**src/rtl/pce_pkg.sv**
```systemverilog
// ----------------------------------------------------------------------------
// pce_pkg
// Shared types and constants for the polynomial coefficient list and
// Horner evaluator.
// ----------------------------------------------------------------------------
package pce_pkg;

    localparam int DATA_W       = 32;
    localparam int POS_W        = 7;
    localparam int OUT_CNT_W    = 8;
    localparam int S_TDATA_W    = 40;
    localparam int M_TDATA_W    = 40;
    localparam int CAPACITY_DEF = 128;

    localparam logic OP_INSERT = 1'b0;
    localparam logic OP_EVAL   = 1'b1;

    localparam logic STATUS_DONE    = 1'b0;
    localparam logic STATUS_DROPPED = 1'b1;

    typedef enum logic [1:0] {
        CELL_HOLD,
        CELL_INSERT,
        CELL_ROTATE
    } cell_op_t;

    typedef struct packed {
        cell_op_t              op;
        logic [DATA_W-1:0]     value;
    } cell_ctrl_t;

    typedef struct packed {
        logic clr;
        logic step;
    } mac_ctrl_t;

    typedef enum logic [1:0] {
        ST_IDLE,
        ST_EVAL,
        ST_PUSH
    } state_t;

endpackage

```
**src/rtl/pce_mac.sv**
```systemverilog
// ----------------------------------------------------------------------------
// pce_mac
// Horner accumulator: acc = acc * point + coefficient, wrapped to 32 bits.
// ----------------------------------------------------------------------------
module pce_mac (
    input  logic                       aclk,
    input  pce_pkg::mac_ctrl_t         ctrl_i,
    input  logic [pce_pkg::DATA_W-1:0] point_i,
    input  logic [pce_pkg::DATA_W-1:0] coeff_i,
    output logic [pce_pkg::DATA_W-1:0] acc_next_o
);
    import pce_pkg::*;

    logic [DATA_W-1:0] acc_reg;
    logic [DATA_W-1:0] acc_next;
    logic [DATA_W-1:0] prod;

    assign prod     = acc_reg * point_i;
    assign acc_next = prod + coeff_i;

    always_ff @(posedge aclk) begin
        if (ctrl_i.clr) begin
            acc_reg <= '0;
        end else if (ctrl_i.step) begin
            acc_reg <= acc_next;
        end
    end

    assign acc_next_o = acc_next;

endmodule

```
**config.mk**
```make
export PLATFORM = sky130hd
export DESIGN_NAME = pce_mac
export DESIGN_NICKNAME = d
export VERILOG_FILES = /design/src/rtl/pce_pkg.sv /design/src/rtl/pce_mac.sv
export SDC_FILE = /design/constraint.sdc
export NUM_CORES = 1
export LEC_CHECK = 0
export ABC_CLOCK_PERIOD_IN_PS = 8600
export BUFFER_PORTS_ARGS = -buffer_cell sky130_fd_sc_hd__buf_2
export CAP_MARGIN = 30
export CORE_MARGIN = 3
export CORE_UTILIZATION = 55
export CTS_BUF_LIST = sky130_fd_sc_hd__clkbuf_8
export CTS_CLUSTER_SIZE = 12
export DETAILED_ROUTE_END_ITERATION = 8
export PLACE_DENSITY = 0.75
export SLEW_MARGIN = 20
export SYNTH_ARGS = -nofsm -noshare
export SYNTH_HDL_FRONTEND = slang
export SYNTH_SLANG_ARGS = --single-unit
```
**constraint.sdc**
```tcl
create_clock -name aclk -period 8.6 [get_ports aclk]
set_input_delay 0.43 -clock aclk [delete_from_list [all_inputs] [get_ports aclk]]
set_output_delay 0.43 -clock aclk [all_outputs]
set_load 0.01 [all_outputs]
```
# [Word level (Yosys, flattened, before mapping)]
# Cells that the tools add are included.
[word_totals] regBits=32 input_bits=67 elab_cells=3
[op_classes] addsub=1 n_mul=1
[ops] cell="32-bit adder" count=1
[ops] cell="32-bit by 32-bit multiplier with 32-bit output" count=1

# [Depth between registers and ports, before layout]
[logic_depth] word_depth=2 ltp_mapped=29

# [Worst setup path after synthesis]
# OpenSTA, ideal clock, no wires.
[synth_path] kind="input to output" startpoint="input port point_i[3] (netlist name)" endpoint="output port acc_next_o[30] (netlist name)" t_arrival_ps=6916 t_required_ps=8170 setup_slack_ps=1254 path_stages=26 path_cell_list="clkbuf_1 clkbuf_1 and2_1 fa_1 fa_1 fa_1 inv_1 fa_1 inv_1 fa_1 inv_1 fa_1 inv_1 fa_1 inv_1 fa_1 inv_1 ha_1 clkbuf_2 and3_1 nand3_1 or4b_4 nand2_2 a2111oi_2 nand2b_1 xnor2_1"
[synth_via] elab_chain_len=2
[synth_rtl] element="from (decl)" line="pce_mac.sv:8" rtl="input logic [pce_pkg::DATA_W-1:0] point_i,"
[synth_rtl] element="32-bit by 32-bit multiplier with 32-bit output" line="pce_mac.sv:18" rtl="assign prod = acc_reg * point_i;"
[synth_rtl] element="32-bit adder" line="pce_mac.sv:19" rtl="assign acc_next = prod + coeff_i;"
[synth_rtl] element="to (decl)" line="pce_mac.sv:10" rtl="output logic [pce_pkg::DATA_W-1:0] acc_next_o"
# Every way passes these cells.

# [Worst setup path in the final report]
[layout_path] startpoint="register acc_reg[10]" endpoint="output port acc_next_o[30] (netlist name)"
[layout_via] elab_chain_len=2
[layout_rtl] element="from (decl)" line="pce_mac.sv:14" rtl="logic [DATA_W-1:0] acc_reg;"
[layout_rtl] element="from (signal assigned)" line="pce_mac.sv:25" rtl="acc_reg <= acc_next;"
[layout_rtl] element="32-bit by 32-bit multiplier with 32-bit output" line="pce_mac.sv:18"
[layout_rtl] element="32-bit adder" line="pce_mac.sv:19"
# Every way passes these cells.

==> parameters.txt <==
Parameter                              Value

Run status
  Status ... completed

Clocking
  Clock input transition at the sequential cells of the worst setup and hold paths ... 0.08 ns
  Clock tree from TritonCTS ... done
  Clock latency on the worst-skew pair ... 0.29 ns
  Clock sink total ... 32
  Number of buffers added for setup after CTS ... 0
  Clock buffers created by TritonCTS ... 5
  Maximum clock insertion buffer count ... 2
  H-tree levels ... 2
  Hold bufs inserted after CTS ... 0
  Cell chosen for the clock root ... clkbuf_8

Logic synthesis
  Sequential-to-total area share from yosys stat ... 0.0353
  Count of flip-flops with a built-in enable after synthesis ... 0
  Leading register cell type out of synthesis ... dfxtp_1
  Number of nets produced by synthesis ... 2638
  Library cell occupying the most area in the post-synthesis netlist ... fa_1
  Cell types occupying the most area after synthesis ... fa_1, and2_1, inv_1, ha_1, nand2_1
  Register bit count reported by yosys ... 32
  Post-Syn Instances ... 2009
  Yosys top cell area share ... 0.483
  Number of warnings issued by yosys ... 0
  Fraction of registers with async set or reset after synthesis ... 0
  Cell variety after synth ... 58
  Mapped cell area ... 18200 um2
  Avg Cell Area, Syn ... 9.04 um2

Worst setup path
  Dominant cell type by count on the critical path ... fa_1
  Crit path largest cell delay ... 0.66 ns
  Crit path launch type ... register
  Required time of the critical path ... 8.17 ns
  Number of buffers and inverters on the critical path ... 6
  Top Family by Delay on Critical Path ... adder cells
  Worst-path cell chain ... buf_4 -> and2_1 -> fa_1 -> fa_1 -> fa_1 -> inv_1 -> fa_1 -> inv_1 -> ha_1 -> ha_1 -> fa_1 -> inv_1 -> fa_1 -> inv_1 -> ha_1 -> a21o_1 -> a21o_1 -> a221oi_2 -> or4b_4 -> nand2_2 -> a2111oi_2 -> nand2b_1 -> xnor2_1 -> buf_2
  Signal arrival time at the worst endpoint ... 7.71 ns
  Maximum fanout encountered on the critical timing path ... 14
  Library cell contributing the largest single delay on the critical path ... dfxtp_1
  Worst setup EP type ... output port
  Startpoint-to-endpoint class of the critical path ... reg -> out

Layout
  Fraction of layout instances using a drive strength above 1 ... 0.0762
  Net count of the finished layout ... 2675
  P&R area growth vs syn ... 5.52%
  Most frequent standard cell in the layout excluding fill and tap cells ... inv_1
  Max FFs per register ... 32
  Filler cell count ... 2775
  Number of inserted diodes ... 0
  Highest-count cells in the layout ignoring fill and taps ... inv_1, fa_1, and2_1, nand2_1, ha_1

STA
  Number of setup violations in the final report ... 0
  Final sum of negative setup slack ... 0 ns
  Crit path time final ... 8.14 ns
  Tcrit/Tclk final ... 0.947
  Clock skew after layout ... 0.00480 ns
  RSZ-0062 raised after global routing ... no
  Relative slew slack ... 0.475
  Endpoints failing hold ... 0
  Minimum hold slack ... 0.553 ns
  Number of pins with negative max-slew slack in the final report ... 0
  Worst-Margin Slew ... 0.786 ns
  Max Freq ... 123 MHz

Drt
  Post-Route WL ... 48500 um
  DRT antenna net count ... 0
  Routed via count ... 13393
  Detailed-route vias per instance ... 5.40
  Routed wire length per instance ... 19.6 um
  Iter 0 DRT Violations ... 1004
  Number of optimization iterations in the first detailed-route pass ... 5
  Remaining routing DRC violations ... 0

Floorplanning
  Number of cell rows ... 65
  Core area ... 32000 um2
  Effective utilization at floorplan ... 0.567
  X dimension of the die ... 188 um
  Boundary pin count ... 99
  Die footprint ... 35200 um2
  Overall die height ... 188 um

GRT
  Global-route total usage across every layer ... 0.287
  Via count of the first global-routing pass ... 14692
  Aggregate global routing overflow ... 0
  First-pass GRT wire length ... 79100 um
  Initial antenna violation count ... 1
  Maximum number of pins on one net before global-route repair ... 37

Placed design
  Post-DP HPWL ... 40500 um
  RD Place Congestion ... 0.927
  Count of input and output buffers ... 98

Job
  Max-cap violations ... 0

Hold path
  Hold Path Class ... reg -> reg
-- cell usage after synthesis (4+ instances only) --
master / n
nor2_1: 40
a21oi_1: 25
and2_1: 368
and3_1: 4
nor4_1: 4
xnor2_1: 66
mux2i_1: 18
a21o_1: 10
xor2_1: 17
inv_1: 488
dfxtp_1: 32
nand2_1: 184
fa_1: 438
ha_1: 124
clkbuf_1: 94
nand2b_1: 4
nand3_1: 8
o21ai_0: 19
nor3_1: 7
-- final timing paths --
kind	start	end	slack [ns]	cells past startpoint
worst max register to register	acc_reg[17]	acc_reg[31]	1.16	24
worst min register to register	acc_reg[29]	acc_reg[29]	0.55	2
worst max-delay path	acc_reg[10]	acc_next_o[30]	0.46	24
worst min-delay path	acc_reg[29]	acc_reg[29]	0.55	2
-- per-stage QoR --
| step | instance area (um2) | setup WS [ns] | utilization | cells |
|---|---|---|---|---|
| after global placement | 19000 | 0.702 | 0.594 | 2474 |
| after CTS | 19200 | 0.398 | 0.598 | 2482 |
| after floorplan | 18200 | 1.25 | - | 2009 |
| after global routing | 19200 | 0.0689 | 0.598 | 2482 |
| after detailed placement | 19000 | 0.630 | 0.594 | 2474 |
| final | 19200 | 0.458 | 0.598 | 2482 |
-- worst register-to-register path, cell delays in order (launching register included) --
cell and delay, ns:
dfxtp_1 0.68, and2_1 0.25, fa_1 0.46, fa_1 0.46
fa_1 0.52, inv_1 0.06, fa_1 0.53, inv_1 0.05
fa_1 0.49, inv_1 0.05, fa_1 0.54, inv_1 0.05
fa_1 0.48, inv_1 0.06, fa_1 0.49, inv_1 0.05
ha_1 0.40, and3_1 0.21, nand3_1 0.11, nand4b_1 0.28
a41oi_2 0.35, o21ai_0 0.25, o21ai_1 0.23, xor2_1 0.21
o21a_1 0.13
-- cell type report --
type	count	area [um2]	share of cell area
multi-input cells	1390	15300	0.798
inverters	488	1830	0.0956
repair buffers	129	723	0.0377
flip-flops and latches	32	642	0.0335
well taps	435	544	0.0284
clock buffers	7	96.3	0.00503
clock inverters	1	30.0	0.00157
-- cells by family (layout without fill, tap and decap cells) --
| logic type | count (synthesis) | count (layout) | share of synthesized area |
|---|---|---|---|
| multiplexers | 18 | 18 | 0.00992 |
| AND/OR/NAND/NOR | 636 | 636 | 0.188 |
| flip-flops | 32 | 32 | 0.0353 |
| XOR/XNOR | 84 | 84 | 0.0413 |
| adder cells (fa/ha/maj) | 562 | 562 | 0.568 |
| buffers and inverters | 587 | 625 | 0.122 |
| AO/OA/AOI/OAI | 90 | 90 | 0.0346 |
-- layer usage --
| layer | part of all wire | track usage |
|---|---|---|
| met1 | 0.39 | 0.385 |
| met2 | 0.47 | 0.468 |
| met3 | 0.099 | 0.0615 |
| met4 | 0.043 | 0.0929 |
| met5 | 0 | 0 |
-- repair_timing --
item                                    4_1_cts  5_1_grt
endpoints found under the hold margin         0        0
resized for setup                             0        1
endpoints found under the setup margin        0        1
Power is left out: the tool's default activity adds up to more than one toggle a clock period on the data nets, which glitch-free logic cannot reach.
