## src/rtl/pce_pkg.sv

```systemverilog
// ----------------------------------------------------------------------------
// pce_pkg
// Shared types and constants for the polynomial coefficient list and
// Horner evaluator.
// ----------------------------------------------------------------------------
package pce_pkg;

    localparam int DATA_W       = 32;
    localparam int POS_W        = 7;
    localparam int OUT_CNT_W    = 8;
    localparam int S_TDATA_W    = 40;
    localparam int M_TDATA_W    = 40;
    localparam int CAPACITY_DEF = 128;

    localparam logic OP_INSERT = 1'b0;
    localparam logic OP_EVAL   = 1'b1;

    localparam logic STATUS_DONE    = 1'b0;
    localparam logic STATUS_DROPPED = 1'b1;

    typedef enum logic [1:0] {
        CELL_HOLD,
        CELL_INSERT,
        CELL_ROTATE
    } cell_op_t;

    typedef struct packed {
        cell_op_t              op;
        logic [DATA_W-1:0]     value;
    } cell_ctrl_t;

    typedef struct packed {
        logic clr;
        logic step;
    } mac_ctrl_t;

    typedef enum logic [1:0] {
        ST_IDLE,
        ST_EVAL,
        ST_PUSH
    } state_t;

endpackage

```

## src/rtl/pce_cell.sv

```systemverilog
// ----------------------------------------------------------------------------
// pce_cell
// One coefficient slot of the list. Shifts up from its lower neighbor on
// insert and rotates toward the head during evaluation.
// ----------------------------------------------------------------------------
module pce_cell #(
    parameter int IDX   = 0,
    parameter int CNT_W = 8
) (
    input  logic                       aclk,
    input  pce_pkg::cell_ctrl_t        ctrl_i,
    input  logic [CNT_W-1:0]           count_i,
    input  logic [CNT_W-1:0]           pos_i,
    input  logic [pce_pkg::DATA_W-1:0] left_i,
    input  logic [pce_pkg::DATA_W-1:0] right_i,
    input  logic [pce_pkg::DATA_W-1:0] head_i,
    output logic [pce_pkg::DATA_W-1:0] value_o
);
    import pce_pkg::*;

    localparam int              CW1    = CNT_W + 1;
    localparam logic [CNT_W:0]  IDX_X  = CW1'(IDX);
    localparam logic [CNT_W:0]  IDX1_X = CW1'(IDX + 1);

    logic [DATA_W-1:0] value_reg;
    logic [DATA_W-1:0] value_next;
    logic [CNT_W:0]    count_x;
    logic [CNT_W:0]    pos_x;

    assign count_x = {1'b0, count_i};
    assign pos_x   = {1'b0, pos_i};

    always_comb begin
        value_next = value_reg;
        case (ctrl_i.op)
            CELL_INSERT: begin
                if (pos_x == IDX_X) begin
                    value_next = ctrl_i.value;
                end else if (IDX_X > pos_x && IDX_X <= count_x) begin
                    value_next = left_i;
                end
            end
            CELL_ROTATE: begin
                if (IDX1_X == count_x) begin
                    value_next = head_i;
                end else if (IDX1_X < count_x) begin
                    value_next = right_i;
                end
            end
            default: begin
                value_next = value_reg;
            end
        endcase
    end

    always_ff @(posedge aclk) begin
        value_reg <= value_next;
    end

    assign value_o = value_reg;

endmodule

```

## config.mk

```make
export PLATFORM = sky130hd
export DESIGN_NAME = pce_cell
export DESIGN_NICKNAME = d
export VERILOG_FILES = /design/src/rtl/pce_pkg.sv /design/src/rtl/pce_cell.sv
export SDC_FILE = /design/constraint.sdc
export NUM_CORES = 1
export LEC_CHECK = 0
export CORE_AREA = 2 2 70 72
export CTS_BUF_LIST = sky130_fd_sc_hd__clkbuf_4 sky130_fd_sc_hd__clkbuf_8 sky130_fd_sc_hd__clkbuf_16
export CTS_CLUSTER_DIAMETER = 150
export DETAILED_ROUTE_END_ITERATION = 10
export DIE_AREA = 0 0 72 74
export DONT_BUFFER_PORTS = 1
export PLACE_DENSITY = 0.62
export REMOVE_ABC_BUFFERS = 1
export SETUP_SLACK_MARGIN = 0.15
export SYNTH_ARGS = -nofsm -noshare
export SYNTH_HDL_FRONTEND = slang
export SYNTH_SLANG_ARGS = --single-unit
```

## constraint.sdc

```tcl
create_clock -name aclk -period 4.3 [get_ports aclk]
set_input_delay 0.86 -clock aclk [delete_from_list [all_inputs] [get_ports aclk]]
set_output_delay 0.86 -clock aclk [all_outputs]
set_load 0.01 [all_outputs]
```

# Word-level counts from Yosys, hierarchy flattened
# Cells that the tools add are included.
# word_totals
regBits	32
input_bits	147
output_inout_bits	32
wordCells	18
# classes
order_cmp	3
n_eq_ne	5
muxes	5
reduce_logical	4
# op_table
cell	n
2-to-1 mux 32 bit	4
one-hot mux 32 bit (2 select lines)	1
zero test 9 bit	1
== test 1 x 8 -> 1 bit, first input constant	1
> comparator 1 x 8 -> 1 bit, first input constant	1
<= comparator 1 x 8 -> 1 bit, first input constant	1
less-than comparator 1 x 8 -> 1 bit, first input constant	1
inequality test 3 bit, second input constant	2
AND reduction 3 bit	1
== test 2 x 1 -> 1 bit, second input constant	1
== test 2 bit, second input constant	1
nonzero test 2 bit	1
logical AND 1 bit	1

# Depth between registers and ports, before layout
# Gate-level depths: netlist of run 1.
# depth
depth_word	5
ltp_mapped	5

# Worst setup path after synthesis of run 1
# OpenSTA, ideal clock, no wires.
# synth_timing
path_kind	input -> register
from	input port pos_i[1]
to	register value_reg[0] (netlist: value_o[0]) (enable)
setup_time_ns	0.430
arrival_ns	3.125
slack_ns	0.745
cell_stages	4
n_path_buf	1
path_cell_list	nor4_1 -> nand2_1 -> buf_2 -> o2bb2ai_1
# synth_via
elab_chain_len	4
# synth_rtl
element	line_no	text
start, declared	pce_cell.sv:13	input logic [CNT_W-1:0] pos_i,
> comparator 1 x 8 -> 1 bit	pce_cell.sv:39	end else if (IDX_X > pos_x && IDX_X <= count_x) begin
logical AND 1 bit	pce_cell.sv:39	
inequality test 3 bit (no source line) (*)	--	
AND reduction 3 bit (no source line) (*)	--	
end signal, assigned	pce_cell.sv:57	value_reg <= value_next;
end, declared	pce_cell.sv:25	logic [DATA_W-1:0] value_reg;
# Every way passes the cells marked *; elsewhere a longest branch is shown, timed or not.
# A chain may end at the register's enable or synchronous reset.

# Worst setup path after layout of run 1
# layout_timing
from	input port pos_i[1]
to	register value_reg[23] (netlist: value_o[23]) (enable)
# Same word-level chain as after synthesis.

==> results of run 1 <==
stage by stage:
step | setup WS, ns | util (%)
6_report | 1.82 | 48.0
3_5_place_dp | 1.52 | 46.1
4_1_cts | 1.80 | 48.0
2_1_floorplan | -0.103 | -
5_1_grt | 1.65 | 48.0
3_3_place_gp | 1.56 | 46.1
power groups by stage:
stage	Sequential, mW	Combinational (mW)	Clock [mW]
detailed placement	0.402	0.0636	0
CTS	0.396	0.0637	0.234
floorplan	0.398	0.0529	0
finish	0.395	0.0623	0.229
global placement	0.402	0.0599	0
global route	0.397	0.0698	0.253
cell families after synthesis:
group	share of synthesized area (%)
AOI/OAI and AO/OA	0.423
muxes	46.3
DFF	46.3
buffers and inverters	3.14
and+or+nand+nor	3.74
critical path, cell delays in order:
cell	delay, ns
nor4_1	0.33
nand2_2	0.07
buf_4	0.32
o2bb2ai_4	0.78
layout by cell type, fill, tap and decap left out:
cell / count
edfxtp_1: 32
nor2b_4: 1
mux2i_1: 96
nor4_1: 2
nor4_2: 1
nand3_1: 1
clkbuf_4: 2
nand2_2: 1
nor2_1: 2
clkbuf_8: 5
clkinv_1: 1
nand4b_4: 1
nand2b_1: 1
o2bb2ai_4: 1
buf_4: 2
worst max path at each step:
stage / slack, ns / from / cells after the start / endpoint
after floorplan: -0.10 / ctrl_i[32] / 2 / value_o[0]
after CTS: 1.80 / pos_i[1] / 4 / value_o[21]
final: 1.82 / pos_i[1] / 4 / value_o[23]
after global routing: 1.65 / count_i[6] / 4 / value_o[12]
after detailed placement: 1.52 / pos_i[1] / 4 / value_o[21]
after global placement: 1.56 / pos_i[1] / 4 / value_o[21]
metal layers:
layer	share of wire [%]	routed length, um
met1	35	1570
met3	10	465
met5	0	0
met2	53	2380
met4	1.8	83
cell type report:
cell class | count | area (um2) | area share [%]
tap | 54 | 67.6 | 3.06
timing repair buffer | 2 | 15.0 | 0.680
clock buffer | 7 | 83.8 | 3.80
multi-input combinational | 107 | 1080 | 48.8
clock inverter | 1 | 3.75 | 0.170
sequential | 32 | 961 | 43.5
==> impl_metrics.ini, run 1 <==
[run_status]
outcome = finished, final reports clean

[global_route]
antenna_found_initial = 0
top_usage_layer = met2
use_met1_pct = 17.4
grt_max_degree = 34
grt_pass1_vias = 1287
grt-ovfl-total = 0
grt_first_pass_wirelength_um = 6260
met3_usage_pct = 7.32
grt_use_total_pct = 16.0
grt_use_met2_pct = 28.1

[clock_tree]
cts_tree = done
cts_resized = 0
clk_path_buf_depth = 2
clk_pin_slew_ns = 0.06
clock_sinks = 32
cts_hold_buffers = 0
clockRootBuffer = clkbuf_8
htree_levels = 2
cts_buffers = 5
post_cts_buffers = 0

[sta]
grt_setup_unrepaired = no
worstMarginPinSlew_ns = 0.910
fin_crit_sh_pct = 57.6
hold_slack_ns = 0.859
finalSetupViolations = 0
fin_setup_tns_ns = 0
fmax_mhz = 404
period_minus_slack_ns = 2.48
hold_viol = 0
slew_viol_final = 0
relSlewSlack_pct = 39.2

[synth]
yosysMostFrequentCell = mux2i_1
syn_avg_cell_area_um2 = 13.9
ys_top_cells_by_area = mux2i_1 46%, edfxtp_1 46%, buf_6 1.6%
ys.flop_type = edfxtp_1
synth_top_cell_by_area = mux2i_1
synth_warnings = 0
ys_seq_elements = 32
synth_cells = 149
yosys-top-cells-count = 96 x mux2i_1, 32 x edfxtp_1, 3 x buf_2, 3 x buf_6
synth_top_cell_area_share_pct = 46.3
syn-cell-area_mm2 = 0.00207
async_flop_share_pct = 0
synth-edff-count = 32
seq_area_frac_synth_pct = 46.3
yosysUniqueCellTypes = 16

[power]
clkPwrFrac_pct = 33.4
power_frac_comb_pct = 9.1
peakVddDrop_mv = 0.189
finalPower_mw = 0.686
p_per_area_mw_per_mm2 = 311
seqPwrFrac_pct = 57.5
power_leakage_nw = 1.18
intPower_mw = 0.531
p_sw_share_pct = 22.7
p_switching_mw = 0.156

[final_layout]
drive_above_1_share_pct = 9.40
area_growth_pct = 6.46
antenna_cells = 0
largest_reg_flops = 32
final_cells = 203
num-fill-cells = 404
final_cell_area_mm2 = 0.00221
fin_nets = 295

[placement]
gp_congestion = 0.728
port_buffers = 0
dp.cells = 195
placed_area_mm2 = 0.00212
hpwlAfterDp_um = 3350

[critical_path]
end_kind = flip-flop
worst_ep_required_time_ns = 4.20
worstSetupStartpointType = input port
arrival_ns = 2.38
crit_fanout = 33
criticalPathCategory = input port to flip-flop

[route]
ant_nets = 0
drtIter0Drc = 23
viasPerCell = 6.27
drc_errors = 0
route.vias.total = 1272
wl_per_cell_um = 22.1
wl_um = 4500
dr.pass1.iters = 4

[worst_hold_path]
min_from = ctrl_i[15]
min_path_type = input port to flip-flop
hold_depth = 2
min_to = value_o[15]

[die]
die_x_um = 72
core_area_mm2 = 0.00460
pin_count = 179
num_rows = 25
start_util_pct = 45.1
die_y_um = 74
die_area_mm2 = 0.00533

[flow_run]
cap_violations = 0
No activity file was read; power rests on OpenSTA's default activity.
==> inputs of run 2 (changes only) <==
--- a/config.mk
+++ b/config.mk
@@ -11,7 +11,7 @@
 export DETAILED_ROUTE_END_ITERATION = 10
 export DIE_AREA = 0 0 72 74
 export DONT_BUFFER_PORTS = 1
-export PLACE_DENSITY = 0.62
+export PLACE_DENSITY = 0.64
 export REMOVE_ABC_BUFFERS = 1
 export SETUP_SLACK_MARGIN = 0.15
 export SYNTH_ARGS = -nofsm -noshare
==> constraint.sdc (replaced) <==
create_clock -name aclk -period 2 [get_ports aclk]
set_input_delay 0.4 -clock aclk [delete_from_list [all_inputs] [get_ports aclk]]
set_output_delay 0.4 -clock aclk [all_outputs]
set_load 0.01 [all_outputs]
==> run 2 against run 1 <==
  * Global-route usage grew 0.90 points
  * Largest cell class unchanged
  * Non-clock buffer count grew 2
  * Critical path depth shrank 1
  * Setup slack lost 1.5 ns
  * Die area is the same
  * Wire length shrank 0.67%
  * Sequential cell count is the same
  * Sequential share of layout area shrank 0.54 points
  * Clock power grew 110%
  * Final cell count grew 0.99%
  * Core utilization grew 0.60 points
==> impl_metrics.ini, run 2 (synthesis results as in run 1) <==
[sta]
slew_viol_final = 0
period_minus_slack_ns = 1.70
fmax_mhz = 588
grt_setup_unrepaired = no
hold_slack_ns = 0.401
worstMarginPinSlew_ns = 0.913
fin_setup_tns_ns = 0
relSlewSlack_pct = 39.1
finalSetupViolations = 0
fin_crit_sh_pct = 85.0
hold_viol = 0

[clock_tree]
clockRootBuffer = clkbuf_8
cts_resized = 0
clk_path_buf_depth = 2
cts_hold_buffers = 0
htree_levels = 2
clk_pin_slew_ns = 0.06
post_cts_buffers = 0
clock_sinks = 32
cts_tree = done
cts_buffers = 5

[placement]
hpwlAfterDp_um = 3450
gp_congestion = 0.734
port_buffers = 0
dp.cells = 197

[route]
viasPerCell = 6.13
wl_um = 4470
drc_errors = 0
dr.pass1.iters = 4
route.vias.total = 1256
ant_nets = 0
drtIter0Drc = 47
wl_per_cell_um = 21.8

[power]
p_switching_mw = 0.329
power_leakage_nw = 1.19
intPower_mw = 1.14
p_sw_share_pct = 22.4
clkPwrFrac_pct = 33.0
p_per_area_mw_per_mm2 = 658
power_frac_comb_pct = 9.1
seqPwrFrac_pct = 57.8
peakVddDrop_mv = 0.335

[final_layout]
antenna_cells = 0
area_growth_pct = 7.79
drive_above_1_share_pct = 10.6
num-fill-cells = 411
fin_nets = 297
postLayoutCoreUtil_pct = 48.6
final_cells = 205
mostFrequentLayoutCells = 96 x mux2i_1, 32 x edfxtp_1, 5 x clkbuf_8
mostFrequentLayoutCell = mux2i_1
largest_reg_flops = 32

[global_route]
grt_use_total_pct = 16.9
grt_pass1_vias = 1299
antenna_found_initial = 0
grt_max_degree = 33
grt_first_pass_wirelength_um = 6590
grt-ovfl-total = 0

[critical_path]
worstSetupStartpointType = input port
end_kind = flip-flop
worst_ep_required_time_ns = 1.90
crit_fanout = 32
arrival_ns = 1.60
criticalPathCategory = input port to flip-flop

[flow_run]
cap_violations = 0

[die]
core_area_mm2 = 0.00460
num_rows = 25
pin_count = 179
die_area_mm2 = 0.00533
die_y_um = 74
die_x_um = 72
start_util_pct = 45.1

[worst_hold_path]
min_path_type = input port to flip-flop

[run_status]
outcome = finished, final reports clean
-- run 2: changes by cell type in the layout (fill, tap and decap cells not counted), sizes merged --
cell,previous run,this run
buf,2,4
-- run 2: layer usage --
| metal | share of wire, % | wire length (um) | track usage (%) | vias to the layer above |
|---|---|---|---|---|
| li1 | - | - | - | 585 |
| met1 | 34 | 1510 | 17.2 | 564 |
| met2 | 54 | 2400 | 31.3 | 100 |
| met3 | 11 | 469 | 6.37 | 7 |
| met4 | 1.8 | 82 | 6.92 | 0 |
| met5 | 0 | 0 | 0 | - |
-- run 2: worst max-delay path: stages --
cell       delay (ns)
nor4_1           0.34
nand2_2          0.12
o2bb2ai_4        0.73
-- run 2: stage by stage --
step                setup slack (ns)  cell area [um2]  total power [mW]
floorplan                      -1.94             2010             0.970
global placement              0.0135             2150             0.995
detailed placement           -0.0195             2150              1.01
CTS                            0.272             2230              1.50
global route                   0.206             2230              1.54
finish                         0.299             2230              1.47
-- run 2: cell type report --
type	count	area [um2]	share of cell area, %
tap	54	67.6	3.02
clock buffer	7	83.8	3.75
multi-input combinational	107	1080	48.2
timing repair buffer	4	42.5	1.90
sequential	32	961	43.0
clock inverter	1	3.75	0.168
-- run 2: path summary, 6_finish.rpt --
kind	endpoint	slack, ns	start	cells past startpoint
worst max-delay path	value_o[7]	0.30	pos_i[5]	3
worst min-delay path	value_o[30]	0.40	ctrl_i[30]	2
-- run 2: power by group through the flow --
stage          Clock [mW]  Sequential (mW)  Combinational [mW]
2_1_floorplan           0            0.856               0.114
3_5_place_dp            0            0.866               0.139
3_3_place_gp            0            0.865               0.130
5_1_grt             0.536            0.855               0.151
4_1_cts             0.505            0.853               0.139
6_report            0.486            0.850               0.134
